`src/sv/bsr_pkg.sv`:
```
// Package for the byte stream reassembler: window sizing constants, the
// queue entry passed from front to back, and the window status fed back.
// No dependencies.
package bsr_pkg;

   localparam int WINDOW_BYTES = 64;
   localparam int SLOT_W       = (WINDOW_BYTES > 1) ? $clog2(WINDOW_BYTES) : 1;
   localparam int CNT_W        = 7;
   localparam int QUEUE_DEPTH  = 2;
   localparam int QPTR_W       = $clog2(QUEUE_DEPTH);
   localparam int QCNT_W       = $clog2(QUEUE_DEPTH + 1);

   localparam logic [SLOT_W-1:0] SLOT_ONE  = SLOT_W'(1);
   localparam logic [SLOT_W-1:0] SLOT_LAST = SLOT_W'(WINDOW_BYTES - 1);
   localparam logic [SLOT_W:0]   WIN_EXT   = (SLOT_W + 1)'(WINDOW_BYTES);
   localparam logic [31:0]       WIN_32    = 32'(WINDOW_BYTES);
   localparam logic [CNT_W-1:0]  PEND_MAX  = CNT_W'(WINDOW_BYTES);
   localparam logic [QPTR_W-1:0] QPTR_LAST = QPTR_W'(QUEUE_DEPTH - 1);
   localparam logic [QCNT_W-1:0] QCNT_FULL = QCNT_W'(QUEUE_DEPTH);

   // One classified item, front to back
   typedef struct packed {
      logic              store;
      logic [SLOT_W-1:0] slot;
      logic [7:0]        data;
      logic              seg_end;
      logic              eof_take;
      logic [32:0]       eof_pos;
   } entry_type;

   // Window position, back to front
   typedef struct packed {
      logic [31:0]       next_expected;
      logic [SLOT_W-1:0] base_slot;
   } win_type;

   // Result channel, back to top level
   typedef struct packed {
      logic             strobe;
      logic             has_byte;
      logic [7:0]       out_byte;
      logic [CNT_W-1:0] pending_count;
      logic             stream_ended;
      logic             last;
   } rsp_type;

   typedef enum logic [1:0] {
      ST_IDLE  = 2'b01,
      ST_DRAIN = 2'b10
   } back_state_type;

endpackage

```
`src/sv/bsr_ram.sv`:
```
// Generic single-write, single-read RAM with registered read data.
// No dependencies.
module bsr_ram #(
   parameter int WIDTH = 8,
   parameter int DEPTH = 64
) (
   input  logic                                   clock,
   input  logic                                   wr_en,
   input  logic [((DEPTH > 1) ? $clog2(DEPTH) : 1)-1:0] wr_addr,
   input  logic [WIDTH-1:0]                       wr_data,
   input  logic                                   rd_en,
   input  logic [((DEPTH > 1) ? $clog2(DEPTH) : 1)-1:0] rd_addr,
   output logic [WIDTH-1:0]                       rd_data
);

   logic [WIDTH-1:0] mem_ff [DEPTH];
   logic [WIDTH-1:0] rd_data_ff;

   always_ff @(posedge clock) begin
      if (wr_en) begin
         mem_ff[wr_addr] <= wr_data;
      end
      if (rd_en) begin
         rd_data_ff <= mem_ff[rd_addr];
      end
   end

   assign rd_data = rd_data_ff;

endmodule

```
`src/sv/bsr_queue.sv`:
```
// Short FIFO of classified items between the front and the back.
// Depends on bsr_pkg.
module bsr_queue (
   input  logic                clock,
   input  logic                reset,
   input  logic                push,
   input  bsr_pkg::entry_type  push_entry,
   input  logic                pop,
   output bsr_pkg::entry_type  head,
   output logic                not_empty,
   output logic                full
);

   bsr_pkg::entry_type                 slots_ff [bsr_pkg::QUEUE_DEPTH];
   logic [bsr_pkg::QPTR_W-1:0]         wptr_ff, wptr_in;
   logic [bsr_pkg::QPTR_W-1:0]         rptr_ff, rptr_in;
   logic [bsr_pkg::QCNT_W-1:0]         count_ff, count_in;

   always_comb begin
      wptr_in  = wptr_ff;
      rptr_in  = rptr_ff;
      count_in = count_ff;
      if (push) begin
         wptr_in = (wptr_ff == bsr_pkg::QPTR_LAST) ? '0 : wptr_ff + 1'b1;
      end
      if (pop) begin
         rptr_in = (rptr_ff == bsr_pkg::QPTR_LAST) ? '0 : rptr_ff + 1'b1;
      end
      if (push && !pop) begin
         count_in = count_ff + 1'b1;
      end else if (pop && !push) begin
         count_in = count_ff - 1'b1;
      end
   end

   always_ff @(posedge clock) begin
      if (reset) begin
         wptr_ff  <= '0;
         rptr_ff  <= '0;
         count_ff <= '0;
      end else begin
         wptr_ff  <= wptr_in;
         rptr_ff  <= rptr_in;
         count_ff <= count_in;
      end
   end

   always_ff @(posedge clock) begin
      if (push) begin
         slots_ff[wptr_ff] <= push_entry;
      end
   end

   assign head      = slots_ff[rptr_ff];
   assign not_empty = (count_ff != '0);
   assign full      = (count_ff == bsr_pkg::QCNT_FULL);

endmodule

```
`src/sv/bsr_front.sv`:
```
// Front end: accepts items, classifies them against the window and pushes
// them into the queue. Depends on bsr_pkg.
module bsr_front (
   input  logic                clock,
   input  logic                reset,
   input  logic                start,
   output logic                busy,
   input  logic [31:0]         req_byte_position,
   input  logic                req_carries_byte,
   input  logic [7:0]          req_in_byte,
   input  logic                req_segment_end,
   input  logic                req_eof_segment,
   input  bsr_pkg::win_type    win,
   input  logic                seg_done,
   input  logic                q_full,
   output logic                push,
   output bsr_pkg::entry_type  push_entry
);

   logic                        seg_hold_ff, seg_hold_in;
   logic [32:0]                 offset;
   logic [bsr_pkg::SLOT_W:0]    slot_sum;
   logic [bsr_pkg::SLOT_W:0]    slot_fix;
   logic [32:0]                 end_pos;

   // Hold off new items while a segment end is in flight (the window moves) or the queue is full
   assign busy = seg_hold_ff || q_full;
   assign push = start && !busy;

   always_comb begin
      offset   = {1'b0, req_byte_position} - {1'b0, win.next_expected};
      slot_sum = {1'b0, win.base_slot} + {1'b0, offset[bsr_pkg::SLOT_W-1:0]};
      slot_fix = (slot_sum >= bsr_pkg::WIN_EXT) ? slot_sum - bsr_pkg::WIN_EXT : slot_sum;
      end_pos  = {1'b0, req_byte_position} + {32'd0, req_carries_byte};

      push_entry.store    = req_carries_byte && !offset[32]
                            && (offset[31:0] < bsr_pkg::WIN_32);
      push_entry.slot     = slot_fix[bsr_pkg::SLOT_W-1:0];
      push_entry.data     = req_in_byte;
      push_entry.seg_end  = req_segment_end;
      push_entry.eof_take = req_segment_end && req_eof_segment
                            && (end_pos >= {1'b0, win.next_expected});
      push_entry.eof_pos  = end_pos;

      seg_hold_in = seg_hold_ff;
      if (push && req_segment_end) begin
         seg_hold_in = 1'b1;
      end else if (seg_done) begin
         seg_hold_in = 1'b0;
      end
   end

   always_ff @(posedge clock) begin
      if (reset) begin
         seg_hold_ff <= 1'b0;
      end else begin
         seg_hold_ff <= seg_hold_in;
      end
   end

endmodule

```
`src/sv/bsr_back.sv`:
```
// Back end: stores bytes, keeps valid marks and counts, drains the in-order
// run through the window RAM and forms the results. Depends on bsr_pkg.
module bsr_back (
   input  logic                          clock,
   input  logic                          reset,
   input  bsr_pkg::entry_type            head,
   input  logic                          not_empty,
   output logic                          pop,
   output bsr_pkg::win_type              win,
   output logic                          seg_done,
   output logic                          ram_wr_en,
   output logic [bsr_pkg::SLOT_W-1:0]    ram_wr_addr,
   output logic [7:0]                    ram_wr_data,
   output logic                          ram_rd_en,
   output logic [bsr_pkg::SLOT_W-1:0]    ram_rd_addr,
   input  logic [7:0]                    ram_rd_data,
   output bsr_pkg::rsp_type              rsp
);

   bsr_pkg::back_state_type             state_ff, state_in;
   logic [31:0]                         ne_ff, ne_in;
   logic [bsr_pkg::SLOT_W-1:0]          ne_slot_ff, ne_slot_in;
   logic [bsr_pkg::SLOT_W-1:0]          next_slot;
   logic [bsr_pkg::CNT_W-1:0]           pend_ff, pend_in;
   logic [32:0]                         eof_pos_ff, eof_pos_in;
   logic                                eof_known_ff, eof_known_in;
   logic                                ended_ff, ended_in;
   logic [bsr_pkg::WINDOW_BYTES-1:0]    valid_ff, valid_in;
   logic                                stat_vld_ff, stat_vld_in;
   logic [bsr_pkg::CNT_W-1:0]           stat_pend_ff, stat_pend_in;
   logic                                stat_ended_ff, stat_ended_in;
   logic                                tag_vld_ff, tag_vld_in;
   logic                                tag_last_ff, tag_last_in;
   logic [bsr_pkg::CNT_W-1:0]           tag_pend_ff, tag_pend_in;
   logic                                tag_ended_ff, tag_ended_in;
   logic [31:0]                         ne_plus;

   assign next_slot = (ne_slot_ff == bsr_pkg::SLOT_LAST) ? '0 : ne_slot_ff + bsr_pkg::SLOT_ONE;
   assign ne_plus   = ne_ff + 32'd1;

   always_comb begin
      state_in      = state_ff;
      ne_in         = ne_ff;
      ne_slot_in    = ne_slot_ff;
      pend_in       = pend_ff;
      eof_pos_in    = eof_pos_ff;
      eof_known_in  = eof_known_ff;
      ended_in      = ended_ff;
      valid_in      = valid_ff;
      stat_vld_in   = 1'b0;
      stat_pend_in  = stat_pend_ff;
      stat_ended_in = stat_ended_ff;
      tag_vld_in    = 1'b0;
      tag_last_in   = tag_last_ff;
      tag_pend_in   = tag_pend_ff;
      tag_ended_in  = tag_ended_ff;
      pop           = 1'b0;
      seg_done      = 1'b0;
      ram_wr_en     = 1'b0;
      ram_rd_en     = 1'b0;

      unique case (state_ff)
         bsr_pkg::ST_IDLE: begin
            if (not_empty) begin
               pop = 1'b1;
               if (head.store) begin
                  ram_wr_en = 1'b1;
                  valid_in[head.slot] = 1'b1;
                  if (!valid_ff[head.slot] && pend_ff < bsr_pkg::PEND_MAX) begin
                     pend_in = pend_ff + 1'b1;
                  end
               end
               if (head.seg_end) begin
                  if (head.eof_take) begin
                     eof_pos_in   = head.eof_pos;
                     eof_known_in = 1'b1;
                  end
                  state_in = bsr_pkg::ST_DRAIN;
               end else begin
                  stat_vld_in   = 1'b1;
                  stat_pend_in  = pend_in;
                  stat_ended_in = ended_ff;
               end
            end
         end
         bsr_pkg::ST_DRAIN: begin
            if (valid_ff[ne_slot_ff]) begin
               // Release one byte; its data shows up from the RAM next cycle
               ram_rd_en = 1'b1;
               valid_in[ne_slot_ff] = 1'b0;
               if (pend_ff != '0) begin
                  pend_in = pend_ff - 1'b1;
               end
               ne_in      = ne_plus;
               ne_slot_in = next_slot;
               if (eof_known_ff && ({1'b0, ne_plus} == eof_pos_ff) && (pend_in == '0)) begin
                  ended_in = 1'b1;
               end
               tag_vld_in   = 1'b1;
               tag_pend_in  = pend_in;
               tag_ended_in = ended_in;
               tag_last_in  = !valid_ff[next_slot];
               if (!valid_ff[next_slot]) begin
                  seg_done = 1'b1;
                  state_in = bsr_pkg::ST_IDLE;
               end
            end else begin
               // Nothing to release: one status result after the end check
               if (eof_known_ff && ({1'b0, ne_ff} == eof_pos_ff) && (pend_ff == '0)) begin
                  ended_in = 1'b1;
               end
               stat_vld_in   = 1'b1;
               stat_pend_in  = pend_ff;
               stat_ended_in = ended_in;
               seg_done      = 1'b1;
               state_in      = bsr_pkg::ST_IDLE;
            end
         end
         default: begin
            state_in = bsr_pkg::ST_IDLE;
         end
      endcase
   end

   always_ff @(posedge clock) begin
      if (reset) begin
         state_ff     <= bsr_pkg::ST_IDLE;
         ne_ff        <= '0;
         ne_slot_ff   <= '0;
         pend_ff      <= '0;
         eof_pos_ff   <= '0;
         eof_known_ff <= 1'b0;
         ended_ff     <= 1'b0;
         valid_ff     <= '0;
         stat_vld_ff  <= 1'b0;
         tag_vld_ff   <= 1'b0;
      end else begin
         state_ff     <= state_in;
         ne_ff        <= ne_in;
         ne_slot_ff   <= ne_slot_in;
         pend_ff      <= pend_in;
         eof_pos_ff   <= eof_pos_in;
         eof_known_ff <= eof_known_in;
         ended_ff     <= ended_in;
         valid_ff     <= valid_in;
         stat_vld_ff  <= stat_vld_in;
         tag_vld_ff   <= tag_vld_in;
      end
   end

   always_ff @(posedge clock) begin
      stat_pend_ff  <= stat_pend_in;
      stat_ended_ff <= stat_ended_in;
      tag_last_ff   <= tag_last_in;
      tag_pend_ff   <= tag_pend_in;
      tag_ended_ff  <= tag_ended_in;
   end

   assign win.next_expected = ne_ff;
   assign win.base_slot     = ne_slot_ff;
   assign ram_wr_addr       = head.slot;
   assign ram_wr_data       = head.data;
   assign ram_rd_addr       = ne_slot_ff;

   always_comb begin
      rsp.strobe        = stat_vld_ff || tag_vld_ff;
      rsp.has_byte      = tag_vld_ff;
      rsp.out_byte      = tag_vld_ff ? ram_rd_data : 8'd0;
      rsp.pending_count = tag_vld_ff ? tag_pend_ff : stat_pend_ff;
      rsp.stream_ended  = tag_vld_ff ? tag_ended_ff : stat_ended_ff;
      rsp.last          = tag_vld_ff ? tag_last_ff : 1'b1;
   end

endmodule

```
`src/sv/byte_stream_reassembler.sv`:
```
// Top level of the byte stream reassembler: front end, queue, back end and
// window RAM. Depends on bsr_pkg, bsr_front, bsr_queue, bsr_back, bsr_ram.
//
// Bytes arrive one per transfer with their absolute stream position; bytes
// inside the window starting at the next expected position are stored, all
// others are dropped. A transfer is taken when start is high and busy low.
// Each transfer gives one or more results, each shown for exactly one cycle
// under rsp_strobe; the receiver cannot stall, so results must be captured
// when they appear, and rsp_last marks the final one of a transfer. An item
// without a segment end gives one status result, registered through the queue
// and the back end's status flops, and such items can be sent every cycle
// (the two-entry queue and the one-item-per-cycle back end keep up). A
// segment end holds busy until the in-order run is drained by the walk over
// valid marks, one slot per cycle through the single read port of the window
// RAM. The window RAM needs no clearing; valid marks are flip-flops cleared
// by reset.
module byte_stream_reassembler (
   input  logic                       clock,
   input  logic                       reset,
   input  logic                       start,
   output logic                       busy,
   input  logic [31:0]                req_byte_position,
   input  logic                       req_carries_byte,
   input  logic [7:0]                 req_in_byte,
   input  logic                       req_segment_end,
   input  logic                       req_eof_segment,
   output logic                       rsp_strobe,
   output logic                       rsp_has_byte,
   output logic [7:0]                 rsp_out_byte,
   output logic [bsr_pkg::CNT_W-1:0]  rsp_pending_count,
   output logic                       rsp_stream_ended,
   output logic                       rsp_last
);

   bsr_pkg::entry_type              push_entry;
   bsr_pkg::entry_type              head;
   bsr_pkg::win_type                win;
   bsr_pkg::rsp_type                rsp;
   logic                            push;
   logic                            pop;
   logic                            not_empty;
   logic                            q_full;
   logic                            seg_done;
   logic                            ram_wr_en;
   logic [bsr_pkg::SLOT_W-1:0]      ram_wr_addr;
   logic [7:0]                      ram_wr_data;
   logic                            ram_rd_en;
   logic [bsr_pkg::SLOT_W-1:0]      ram_rd_addr;
   logic [7:0]                      ram_rd_data;

   // Classify each transfer against the current window and queue it
   bsr_front u_front (
      .clock             (clock),
      .reset             (reset),
      .start             (start),
      .busy              (busy),
      .req_byte_position (req_byte_position),
      .req_carries_byte  (req_carries_byte),
      .req_in_byte       (req_in_byte),
      .req_segment_end   (req_segment_end),
      .req_eof_segment   (req_eof_segment),
      .win               (win),
      .seg_done          (seg_done),
      .q_full            (q_full),
      .push              (push),
      .push_entry        (push_entry)
   );

   bsr_queue u_queue (
      .clock      (clock),
      .reset      (reset),
      .push       (push),
      .push_entry (push_entry),
      .pop        (pop),
      .head       (head),
      .not_empty  (not_empty),
      .full       (q_full)
   );

   // Store, drain and report
   bsr_back u_back (
      .clock       (clock),
      .reset       (reset),
      .head        (head),
      .not_empty   (not_empty),
      .pop         (pop),
      .win         (win),
      .seg_done    (seg_done),
      .ram_wr_en   (ram_wr_en),
      .ram_wr_addr (ram_wr_addr),
      .ram_wr_data (ram_wr_data),
      .ram_rd_en   (ram_rd_en),
      .ram_rd_addr (ram_rd_addr),
      .ram_rd_data (ram_rd_data),
      .rsp         (rsp)
   );

   // Window byte store, slot = position mod window size
   bsr_ram #(
      .WIDTH (8),
      .DEPTH (bsr_pkg::WINDOW_BYTES)
   ) u_window_ram (
      .clock   (clock),
      .wr_en   (ram_wr_en),
      .wr_addr (ram_wr_addr),
      .wr_data (ram_wr_data),
      .rd_en   (ram_rd_en),
      .rd_addr (ram_rd_addr),
      .rd_data (ram_rd_data)
   );

   assign rsp_strobe        = rsp.strobe;
   assign rsp_has_byte      = rsp.has_byte;
   assign rsp_out_byte      = rsp.out_byte;
   assign rsp_pending_count = rsp.pending_count;
   assign rsp_stream_ended  = rsp.stream_ended;
   assign rsp_last          = rsp.last;

endmodule
```
`config.mk`:
```
export PLATFORM = sky130hd
export DESIGN_NAME = byte_stream_reassembler
export DESIGN_NICKNAME = d
export VERILOG_FILES = /design/src/sv/bsr_pkg.sv /design/src/sv/bsr_ram.sv /design/src/sv/bsr_queue.sv /design/src/sv/bsr_front.sv /design/src/sv/bsr_back.sv /design/src/sv/byte_stream_reassembler.sv
export SDC_FILE = /design/constraint.sdc
export NUM_CORES = 1
export LEC_CHECK = 0
export ABC_CLOCK_PERIOD_IN_PS = 10100
export BUFFER_PORTS_ARGS = -buffer_cell sky130_fd_sc_hd__clkbuf_2
export CORE_ASPECT_RATIO = 0.9
export CORE_MARGIN = 5
export CORE_UTILIZATION = 40
export CTS_CLUSTER_DIAMETER = 120
export DETAILED_ROUTE_END_ITERATION = 10
export GPL_TIMING_DRIVEN = 0
export PLACE_DENSITY = 0.52
export SETUP_SLACK_MARGIN = 0.15
export SYNTH_ARGS = -nofsm -noshare
export SYNTH_HDL_FRONTEND = slang
export SYNTH_SLANG_ARGS = --single-unit
```
`constraint.sdc`:
```
create_clock -name clock -period 10.1 [get_ports clock]
set_input_delay 0.505 -clock clock [delete_from_list [all_inputs] [get_ports clock]]
set_output_delay 0.505 -clock clock [all_outputs]
set_load 0.02 [all_outputs]
```
==> results_dict.tcl <==
set metrics [dict create \
    cts_tree "done" \
    worstSetupPathType "reg -> reg" \
    maxCapViolCount 2 \
    regToRegSetupSlack_ns 4.44 \
    drive_gt1_share_pct 9.29 \
    cp-start-kind "flop" \
    area_growth_pct 12.8 \
    die-area_um2 97500 \
    die_w_um 329 \
    setup_viol 0 \
    cellLeakagePower_nw 13.3 \
    io_pins 66 \
    netlist_area_um2 36500 \
    fillerInstances 8365 \
    synthArstFlopShare_pct 0 \
    avgSynthCellArea_um2 12.3 \
    synthDistinctLibCells 96 \
    fin_skew_ns 0.0504 \
    synth-edff-count 637 \
    cts_max_level 3 \
    yosys-top-cells-area "edfxtp_1 (52%), dfxtp_1 (8.4%), a22oi_1 (4.2%)" \
    post_dp_cell_area_um2 38500 \
    drt-total-wl_um 137000 \
    cellInternalPower_mw 6.02 \
    clockBufferDepth 3 \
    hold_violations 0 \
    final_area_um2 41200 \
    syn_inst 2965 \
    synth_ff_type "edfxtp_1" \
    first_global_vias 26300 \
    clkLatencyLatePin_ns 0.66 \
    cts_setup_buffers 0 \
    vias 27500 \
    powerDensity_nw_per_um2 207 \
    yosys.area.top_type_share_pct 52.4 \
    status "complete, but fails checks" \
    fp-row-count 105 \
    synth-seq-cells 791 \
    core_um2 90900 \
    critical_path.max_fanout 10 \
    finalCritPeriodShare_pct 56.1 \
    grt_overflow 0 \
    root_buffer "clkbuf_16" \
    slew_violations 11 \
    drt-wirelength-per-cell_um 30.9 \
    clock_sinks 791 \
    grt_setup_unrepaired "no" \
    layout.nets 3246 \
    drt_iter0_drc 3490 \
    hpwl_um 95300 \
    cp.arrival_ns 6.08 \
    violations "capacitance limit, slew limit" \
    cts_resized 0 \
    routabilityCongestion 0.971 \
    comb_power_share_pct 17.5 \
    yosysSeqAreaShare_pct 60.8 \
    cts_hold_buffers 0 \
    tightest_slew_ns 1.52 \
    initial_core_util_pct 40.2 \
    seq_power_share_pct 46.9 \
    fin_hold_ws_ns 0.0443 \
    cts_made_buffers 85 \
    yosys_warnings 0 \
    ir_drop_uv 267 \
    fmax_mhz 177 \
    antenna_left 0 \
    min_path_type "in -> reg" \
    firstDrtPassIters 6 \
    drc 0 \
    grtUsageTotal_pct 27.4 \
    die_y_um 297 \
    period_needed_ns 5.66 \
    power.switching_mw 2.51 \
    io_buffers 64 \
    grt_max_degree 65 \
    tns_ns 0 \
    clkPwrFrac_pct 35.6 \
    p_sw_share_pct 29.4 \
    synthesis.nets 3092 \
    antenna_found_initial 6 \
    maxSlewHeadroom_pct -1.54 \
    via_per_inst 6.22 \
    grt_pass1_wl_um 193000 \
    synth_top_area_cell "edfxtp_1" \
    path_clk_slew_ns 0.06 \
    endpoint_kind "flop" \
    required_ns 10.52 \
]
-- critical path: stages (launching register included) --
cell and delay [ns]:
dfxtp_1 0.38, buf_2 0.27, buf_2 0.25, buf_2 0.24, nor3_1 1.12, clkbuf_1 0.90, clkbuf_1 1.07, a22oi_1 0.17
a41oi_1 0.38, a22oi_1 0.19, o211ai_1 0.43
-- final timing paths --
path                                                     endpoint                               start  cells past startpoint
worst min-delay path            u_queue.slots_ff[1][37]$_DFFE_PP_                      req_in_byte[2]                      1
worst max register to register  u_window_ram.rd_data[6]$_DFFE_PP_  u_back.ram_rd_addr[0]$_SDFFE_PP0P_                     10
worst min register to register   u_back.eof_known_ff$_SDFFE_PP0P_    u_back.eof_known_ff$_SDFFE_PP0P_                      2
worst max-delay path            u_window_ram.rd_data[6]$_DFFE_PP_  u_back.ram_rd_addr[0]$_SDFFE_PP0P_                     10
-- logic make-up after synthesis --
kind of cell    after synthesis  synth area share (%)
compound gates              774                  15.1
buf+inv                     242                  2.67
xor+xnor                    151                  3.66
simple gates                787                  10.4
mux                         139                  4.51
fa+ha+maj                    81                  2.82
flops                       791                  60.8
-- registers in the layout, indices dropped and copies added, names as in the netlist, 2 cells and up, named ones only --
register / cells
u_back.state_ff: 2
u_window_ram.mem_ff: 512
u_back.eof_pos_ff: 33
u_back.stat_pend_ff: 7
u_back.tag_pend_ff: 7
u_back.ram_rd_addr: 6
u_back.ne_ff: 32
u_window_ram.rd_data: 8
u_back.pend_ff: 7
u_back.valid_ff: 64
u_queue.slots_ff: 100
u_queue.count_ff: 2
-- power groups by stage --
stage	combinational [mW]	clock [mW]	sequential, mW
floorplan	0.906	0	4.03
global placement	1.43	0	4.06
detailed placement	1.47	0	4.06
CTS	1.48	3.07	3.99
global route	1.60	3.20	4.01
finish	1.50	3.04	4.00
-- cells in the mapped netlist, types with 37 or more instances --
cell type    n
a31oi_1     48
nand2_1    170
ha_1        79
edfxtp_1   637
a21oi_1    130
a211oi_1    83
clkbuf_1   127
o21ai_0     47
xor2_1      49
nor3_1      59
a221oi_1    37
inv_1       64
dfxtp_1    154
mux2i_1     90
xnor2_1    100
nand3_1     87
a22oi_1    205
nor2_1     251
nand4_1     46
-- through the flow --
| stage | worst slack [ns] | std cells | power [mW] | utilization, % |
|---|---|---|---|---|
| finish | 4.44 | 4420 | 8.53 | 45.3 |
| floorplan | 6.51 | 2965 | 4.93 | - |
| CTS | 4.70 | 4417 | 8.54 | 45.3 |
| global route | 4.52 | 4419 | 8.81 | 45.3 |
| global placement | 4.23 | 4259 | 5.49 | 42.2 |
| detailed placement | 4.73 | 4262 | 5.53 | 42.3 |
-- layout by cell type, fill, tap and decap left out, types with 64 or more instances in the layout --
cell       count
inv_1         64
a21oi_1      130
nand2_1      170
xnor2_1      100
a211oi_1      83
nor2_1       251
ha_1          79
mux2i_1       90
nand3_1       87
a22oi_1      205
clkbuf_2      65
dfxtp_1      154
clkbuf_1     142
edfxtp_1     637
clkbuf_16     86
-- area by class of cell --
class                   instances  area (µm²)  area share (%)
flip-flops and latches        791       22200            53.9
multi-input cells            1932       13400            32.5
clock buffers                 104        2250            5.46
well taps                    1230        1540            3.74
plain buffers                 175         724            1.76
clock inverters                51         454            1.10
repair buffers                 67         388           0.942
inverters                      67         251           0.611
diodes                          3        7.51          0.0182
-- metal layers --
layer / vias up / global-route usage (%) / share of wire (%)
met2: 1420 / 41.0 / 43
met1: 13800 / 39.2 / 44
met4: 8 / 9.41 / 3.8
met3: 300 / 6.56 / 9.7
li1: 11900 / - / -
met5: - / 0 / 0.047
Power figures use the tool's default switching activity.
